`src/rtl/core/gdd_pkg.sv`:
```
// Types, constants and calendar tables of the date difference block.
package gdd_pkg;

    localparam int DAY_W   = 5;
    localparam int MON_W   = 4;
    localparam int YEAR_W  = 14;
    localparam int ORD_W   = 22;
    localparam int MLEN_W  = 5;
    localparam int MTERM_W = 9;
    localparam int B_W     = 10;

    // floor(y / 100) as (y * 5243) >> 19, exact for every year up to 9999
    localparam int DIV_MUL_W    = 13;
    localparam int DIV100_SHIFT = 19;
    localparam int MUL_W        = YEAR_W + DIV_MUL_W;
    localparam int Q_W          = MUL_W - DIV100_SHIFT;
    localparam logic [DIV_MUL_W-1:0] DIV100_MUL = 13'd5243;

    localparam logic [YEAR_W-1:0]  YEAR_MAX  = 14'd9999;
    localparam logic [MON_W-1:0]   MON_JAN   = 4'd1;
    localparam logic [MON_W-1:0]   MON_FEB   = 4'd2;
    localparam logic [MON_W-1:0]   MON_DEC   = 4'd12;
    localparam logic [MLEN_W-1:0]  FEB_LEAP  = 5'd29;
    localparam logic [ORD_W-1:0]   COUNT_MAX = 22'd3652059;

    typedef struct packed {
        logic                ok;
        logic [ORD_W-1:0]    ord;
    } date_ord_t;

    typedef struct packed {
        logic                base_ok;
        logic                feb;
        logic [DAY_W-1:0]    day;
        logic [MLEN_W-1:0]   mlen;
        logic [MTERM_W-1:0]  mterm;
        logic [YEAR_W-1:0]   year;
        logic [YEAR_W-1:0]   ya;
        logic [Q_W-1:0]      qy;
        logic [Q_W-1:0]      qya;
    } date_s1_t;

    typedef struct packed {
        logic                ok;
        logic [ORD_W-1:0]    a;
        logic [B_W-1:0]      b;
    } date_s2_t;

    function automatic logic [MLEN_W-1:0] month_len(input logic [MON_W-1:0] m);
        logic [MLEN_W-1:0] r;
        unique case (m)
            4'd1, 4'd3, 4'd5, 4'd7, 4'd8, 4'd10, 4'd12: r = 5'd31;
            4'd4, 4'd6, 4'd9, 4'd11:                    r = 5'd30;
            4'd2:                                       r = 5'd28;
            default:                                    r = 5'd0;
        endcase
        return r;
    endfunction

    // Days before the month in a year that starts in March.
    function automatic logic [MTERM_W-1:0] month_term(input logic [MON_W-1:0] m);
        logic [MTERM_W-1:0] r;
        unique case (m)
            4'd3:    r = 9'd0;
            4'd4:    r = 9'd31;
            4'd5:    r = 9'd61;
            4'd6:    r = 9'd92;
            4'd7:    r = 9'd122;
            4'd8:    r = 9'd153;
            4'd9:    r = 9'd184;
            4'd10:   r = 9'd214;
            4'd11:   r = 9'd245;
            4'd12:   r = 9'd275;
            4'd1:    r = 9'd306;
            4'd2:    r = 9'd337;
            default: r = 9'd0;
        endcase
        return r;
    endfunction

endpackage

```
`src/rtl/core/gregorian_date_difference_days.sv`:
```
// Throughput: one beat per cycle while the output is not stalled; four register
// stages (two date ordinal pipelines in parallel, then compare and subtract into
// the output register). A stalled output holds its stage; bubbles ahead of it
// still fill. Reset clears the stage valid bits only; data registers are not
// reset.
module gregorian_date_difference_days (
    input  logic                       clk,
    input  logic                       rst_n,
    input  logic                       in_valid,
    output logic                       in_ready,
    input  logic [gdd_pkg::DAY_W-1:0]  start_day,
    input  logic [gdd_pkg::MON_W-1:0]  start_month,
    input  logic [gdd_pkg::YEAR_W-1:0] start_year,
    input  logic [gdd_pkg::DAY_W-1:0]  end_day,
    input  logic [gdd_pkg::MON_W-1:0]  end_month,
    input  logic [gdd_pkg::YEAR_W-1:0] end_year,
    input  logic                       include_end,
    output logic                       out_valid,
    input  logic                       out_ready,
    output logic [gdd_pkg::ORD_W-1:0]  day_count,
    output logic                       date_error
);
    import gdd_pkg::*;

    logic [3:0] valid_reg, valid_next;
    logic [3:0] en;
    logic [2:0] inc_reg;
    date_ord_t  start_ord, end_ord;

    logic [ORD_W-1:0] count_reg, count_next;
    logic             error_reg, error_next;
    logic [ORD_W-1:0] diff;

    // a stage loads when it is empty or the stage after it moves on
    always_comb
    begin
        en[3] = !valid_reg[3] || out_ready;
        en[2] = !valid_reg[2] || en[3];
        en[1] = !valid_reg[1] || en[2];
        en[0] = !valid_reg[0] || en[1];
        valid_next[0] = en[0] ? in_valid     : valid_reg[0];
        valid_next[1] = en[1] ? valid_reg[0] : valid_reg[1];
        valid_next[2] = en[2] ? valid_reg[1] : valid_reg[2];
        valid_next[3] = en[3] ? valid_reg[2] : valid_reg[3];
    end

    always_ff @(posedge clk or negedge rst_n)
    begin
        if (!rst_n)
        begin
            valid_reg <= '0;
        end
        else
        begin
            valid_reg <= valid_next;
        end
    end

    gdd_date_ord u_start (
        .clk    (clk),
        .en     (en[2:0]),
        .day    (start_day),
        .month  (start_month),
        .year   (start_year),
        .result (start_ord)
    );

    gdd_date_ord u_end (
        .clk    (clk),
        .en     (en[2:0]),
        .day    (end_day),
        .month  (end_month),
        .year   (end_year),
        .result (end_ord)
    );

    always_ff @(posedge clk)
    begin
        if (en[0])
        begin
            inc_reg[0] <= include_end;
        end
        if (en[1])
        begin
            inc_reg[1] <= inc_reg[0];
        end
        if (en[2])
        begin
            inc_reg[2] <= inc_reg[1];
        end
    end

    always_comb
    begin
        diff = end_ord.ord - start_ord.ord;
        if (!start_ord.ok || !end_ord.ok)
        begin
            count_next = '0;
            error_next = 1'b1;
        end
        else
        begin
            count_next = ((end_ord.ord > start_ord.ord) ? diff : '0) + ORD_W'(inc_reg[2]);
            error_next = 1'b0;
        end
    end

    always_ff @(posedge clk)
    begin
        if (en[3])
        begin
            count_reg <= count_next;
            error_reg <= error_next;
        end
    end

    assign in_ready   = en[0];
    assign out_valid  = valid_reg[3];
    assign day_count  = count_reg;
    assign date_error = error_reg;

endmodule

```
`src/rtl/core/gdd_date_ord.sv`:
```
// Three-stage pipeline that checks one date and turns it into a day ordinal.
module gdd_date_ord (
    input  logic                       clk,
    input  logic [2:0]                 en,
    input  logic [gdd_pkg::DAY_W-1:0]  day,
    input  logic [gdd_pkg::MON_W-1:0]  month,
    input  logic [gdd_pkg::YEAR_W-1:0] year,
    output gdd_pkg::date_ord_t         result
);
    import gdd_pkg::*;

    date_s1_t  s1_next, s1_reg;
    date_s2_t  s2_next, s2_reg;
    date_ord_t s3_next, s3_reg;

    logic [MUL_W-1:0]  prod_y, prod_ya;
    logic [YEAR_W-1:0] ya;

    // stage 1: range checks, March-based year, reciprocal multiplies for /100
    always_comb
    begin
        ya              = (month <= MON_FEB) ? year - 1'b1 : year;
        prod_y          = MUL_W'(year) * MUL_W'(DIV100_MUL);
        prod_ya         = MUL_W'(ya) * MUL_W'(DIV100_MUL);
        s1_next.base_ok = (month >= MON_JAN) && (month <= MON_DEC) &&
                          (year != '0) && (year <= YEAR_MAX) && (day != '0);
        s1_next.feb     = (month == MON_FEB);
        s1_next.day     = day;
        s1_next.mlen    = month_len(month);
        s1_next.mterm   = month_term(month);
        s1_next.year    = year;
        s1_next.ya      = ya;
        s1_next.qy      = prod_y[DIV100_SHIFT +: Q_W];
        s1_next.qya     = prod_ya[DIV100_SHIFT +: Q_W];
    end

    always_ff @(posedge clk)
    begin
        if (en[0])
        begin
            s1_reg <= s1_next;
        end
    end

    logic [YEAR_W+1:0] hund;
    logic              is100;
    logic              leap;
    logic [MLEN_W-1:0] lim;

    // stage 2: leap rule, day limit, year part and month part of the ordinal
    always_comb
    begin
        hund       = (YEAR_W+2)'(s1_reg.qy) * (YEAR_W+2)'(100);
        is100      = (hund == (YEAR_W+2)'(s1_reg.year));
        leap       = ((s1_reg.year[1:0] == 2'b00) && !is100) ||
                     (is100 && (s1_reg.qy[1:0] == 2'b00));
        lim        = (s1_reg.feb && leap) ? FEB_LEAP : s1_reg.mlen;
        s2_next.ok = s1_reg.base_ok && (s1_reg.day <= lim);
        s2_next.a  = ORD_W'(s1_reg.ya) * ORD_W'(365) + ORD_W'(s1_reg.ya >> 2)
                     - ORD_W'(s1_reg.qya);
        s2_next.b  = B_W'(s1_reg.mterm) + B_W'(s1_reg.day) + B_W'(s1_reg.qya >> 2);
    end

    always_ff @(posedge clk)
    begin
        if (en[1])
        begin
            s2_reg <= s2_next;
        end
    end

    // stage 3: final sum
    always_comb
    begin
        s3_next.ok  = s2_reg.ok;
        s3_next.ord = s2_reg.a + ORD_W'(s2_reg.b);
    end

    always_ff @(posedge clk)
    begin
        if (en[2])
        begin
            s3_reg <= s3_next;
        end
    end

    assign result = s3_reg;

endmodule

```
`config.mk`:
```
export PLATFORM = sky130hd
export DESIGN_NAME = gregorian_date_difference_days
export DESIGN_NICKNAME = d
export VERILOG_FILES = /design/src/rtl/core/gdd_pkg.sv /design/src/rtl/core/gregorian_date_difference_days.sv /design/src/rtl/core/gdd_date_ord.sv
export SDC_FILE = /design/constraint.sdc
export NUM_CORES = 2
export LEC_CHECK = 0
export BUFFER_PORTS_ARGS = -buffer_cell sky130_fd_sc_hd__buf_2
export CORE_ASPECT_RATIO = 2
export CORE_UTILIZATION = 35
export CTS_CLUSTER_SIZE = 20
export DETAILED_ROUTE_END_ITERATION = 16
export GPL_TIMING_DRIVEN = 0
export PLACE_DENSITY = 0.56
export SLEW_MARGIN = 5
export SYNTH_ARGS = -nofsm -noshare
export SYNTH_HDL_FRONTEND = slang
export SYNTH_SLANG_ARGS = --single-unit
```
`constraint.sdc`:
```
create_clock -name clk -period 6.07 [get_ports clk]
set_clock_uncertainty 0.15 [all_clocks]
set_input_delay 0 -clock clk [delete_from_list [all_inputs] [get_ports clk]]
set_output_delay 0 -clock clk [all_outputs]
set_load 0.01 [all_outputs]
```
==> results by group <==
Run status
  • Outcome: finished, violations left
  • Failing checks: hold timing

CTS
  • Worst-path clk slew: 0.06 ns
  • Clk root buf: clkbuf_16
  • H-Tree Depth: 1
  • CTS max path bufs: 3
  • Clk_lat worst skew: a little under 0.6 ns
  • Clock sinks: between 200 and 300
  • CTS buffer count: 28
  • CTS tree: built

Routing
  • Drt wl/cell: ~16 µm
  • First-pass DRT Iterations: 5
  • Drt total wl: between 80 and 90 mm
  • DRC Markers: 0
  • Vias: 24200
  • Number of routed nets with antenna violations: 0
  • Iter 0 DRT Violations: 670
  • Vias/cell: approximately 4.7

Timing
  • Hold Slack: -0.00290 ns
  • Period utilisation layout: between 90% and 100%
  • Post-route minimum period: between 6 and 7 ns
  • Slew HR: ~36%
  • Worst Tran Pin Value: around 0.93 ns
  • RSZ-0062 raised after global routing: yes
  • Hold Violations, Final: 1
  • Slew Limit Fails: 0
  • Highest clock rate: about 0.17 GHz
  • Final setup fails: 0
  • Setup TNS: 0 ns

Worst hold path
  • Hold crit path type: input pin to flip-flop
  • HP Start: start_month[1]

Logic synthesis
  • Seq/Total Area, Yosys: about 22%
  • Main area contributors after synthesis: ha_1, fa_1, edfxtp_1, inv_1, xnor2_1
  • Yosys top cell area share: about a quarter
  • Netlist cell types: 84
  • Ys async rst share: roughly 1.5%
  • Post-synth top area cell: ha_1
  • Post-Syn Area per Cell: about 10 µm²
  • Synth warnings: 0
  • Post-synth EDFFs: about 260
  • Post-synthesis instance total: approximately 3500
  • Post-synth top flop: edfxtp_1
  • Syn Nets: 4654
  • Post-synthesis register bit count: 268
  • Syn Std Cell Area: ~36000 µm²

GRT
  • First-pass GRT wire length: between 100 and 150 mm
  • GRT Total Usage: roughly 16%
  • Vias in the first global route: around 27000
  • Initial antenna violation count: 4
  • Gr ovfl total: 0
  • Largest net degree at the start of global routing: 37

Setup path
  • R2R Path Start: u_end.s1_reg[22]
  • Crit path arrival time: roughly 6.2 ns
  • CP top delay family: adder cells
  • Startpoint types: input pin
  • Crit-path max cell delay: between 0.5 and 0.6 ns
  • CP Class: input pin to flip-flop
  • Worst setup path start: start_month[0]
  • WP buf/inv: 6
  • CP Max Fanout: 7
  • CP required: 6.25 ns
  • Crit end category: flip-flop
  • Slowest-stage cell, CP: fa_1
  • Cell mode on critical path: inv_1

Die
  • Area of the die: 105000 µm²
  • CORE AREA: roughly 100000 µm²
  • Height of the chip: about 460 µm
  • Die Span X: between 200 and 250 µm
  • I/O pin count: 76
  • # rows: 166
  • Initial Utilization: 35.4%

Finish
  • Layout cells sized above 1: 8.92%
  • Fillers: ~10000
  • Most common cell after layout, fill and taps aside: inv_1
  • Most frequent cells in the layout: inv_1, ha_1, fa_1
  • Layout net count: 4926
  • # diodes: 0
  • Syn-to-layout area delta: 14.6%

Placed design
  • Gpl congestion: 0.857
  • DP Wirelength: about 70 mm
  • Buffers on Ports: between 70 and 80

Flow run
  • Maxcap violations: 0
[logic make-up after synthesis]
kind of cell	Yosys count	synth area share (%)
fa+ha+maj	1130	47.6
buf+inv	899	9.35
compound gates	396	7.48
xor+xnor	207	5.00
mux	14	0.459
flops	268	22.2
simple gates	559	7.93
[stage by stage]
stage	util, %	std cells	worst slack (ns)	hold slack (ns)	cell area (µm²)
finish	40.5	5111	0.0430	-0.00290	41500
global route	40.5	5111	-0.147	0.0210	41500
CTS	39.9	5068	-0.00232	-0.442	40800
detailed placement	37.7	4903	-1.90	-0.340	38600
global placement	37.5	4891	-2.82	-0.345	38400
floorplan	-	3473	0.00476	-0.446	36300
[layer usage]
metal	share of wire (%)	track usage, %	wire [µm]	vias to the layer above
li1	-	-	-	11900
met1	34	15.2	28500	11900
met2	61	35.0	50000	275
met3	1.8	1.16	1520	114
met4	3.0	4.93	2510	8
met5	0.058	0	48	-
[area by class of cell]
type / count / area, µm² / area share (%)
flip-flops and latches: 268 / 8030 / 19.3
multi-input cells: 2306 / 25500 / 61.5
inverters: 869 / 3300 / 7.94
plain buffers: 30 / 130 / 0.314
well taps: 1344 / 1680 / 4.05
clock inverters: 17 / 109 / 0.262
repair buffers: 242 / 2000 / 4.82
clock buffers: 35 / 727 / 1.75
[worst reg2reg max path, stage by stage, from the launching register on]
cell	delay (ns)
edfxtp_1	0.45
buf_4	0.18
ha_1	0.37
fa_1	0.50
inv_1	0.06
fa_1	0.53
inv_1	0.05
fa_1	0.44
fa_1	0.49
inv_1	0.04
ha_1	0.21
or3_1	0.37
a311o_1	0.32
nand3_1	0.13
a31oi_1	0.13
o41ai_2	0.37
or4b_2	0.62
o311ai_0	0.14
[repair_timing]
item / CTS / global route
gates resized for setup: 65 / 66
hold endpoints to repair: 105 / 4
hold buffers: 87 / 4
pin swaps: 16 / 37
cloned: 0 / 0
endpoints found under the setup margin: 18 / 15
setup buffers: 26 / 39
[path summary, 6_finish.rpt]
| kind | endpoint | depth (start not counted) | slack (ns) |
|---|---|---|---|
| max in group asynchronous | valid_reg[0] | 3 | 5.43 |
| max reg2reg | u_end.s2_reg[30] | 17 | 0.28 |
| min in group asynchronous | valid_reg[2] | 3 | 0.16 |
| min | u_start.s1_reg[45] | 4 | -0.003 |
| max | u_start.s1_reg[7] | 25 | 0.04 |
| min reg2reg | inc_reg[2] | 0 | 0.27 |
[Yosys cell counts (all sizes together), types with 5 or more instances]
cell type  count
inv          868
ha           716
fa           414
edfxtp       264
xnor2        162
nor2         133
nand2        105
a21oi        102
o21ai         72
nand3         69
nor3          52
xor2          45
a21o          34
o21a          31
and3          29
nor2b         28
nand2b        25
clkbuf        24
o21bai        21
a211oi        20
nand4         20
a21boi        15
and2          14
nor4          14
or2           13
a2111oi       12
mux2i         11
nor3b         11
o211ai        11
nand3b        10
o311ai         9
a311o          8
a31oi          8
or4b           8
or3            7
a211o          6
buf            6
nor4b          6
o22ai          6
o41ai          6
nand4b         5
or4            5
Power is not shown: default switching activity piles up to over one toggle a cycle in this logic, so the estimate is an artifact.
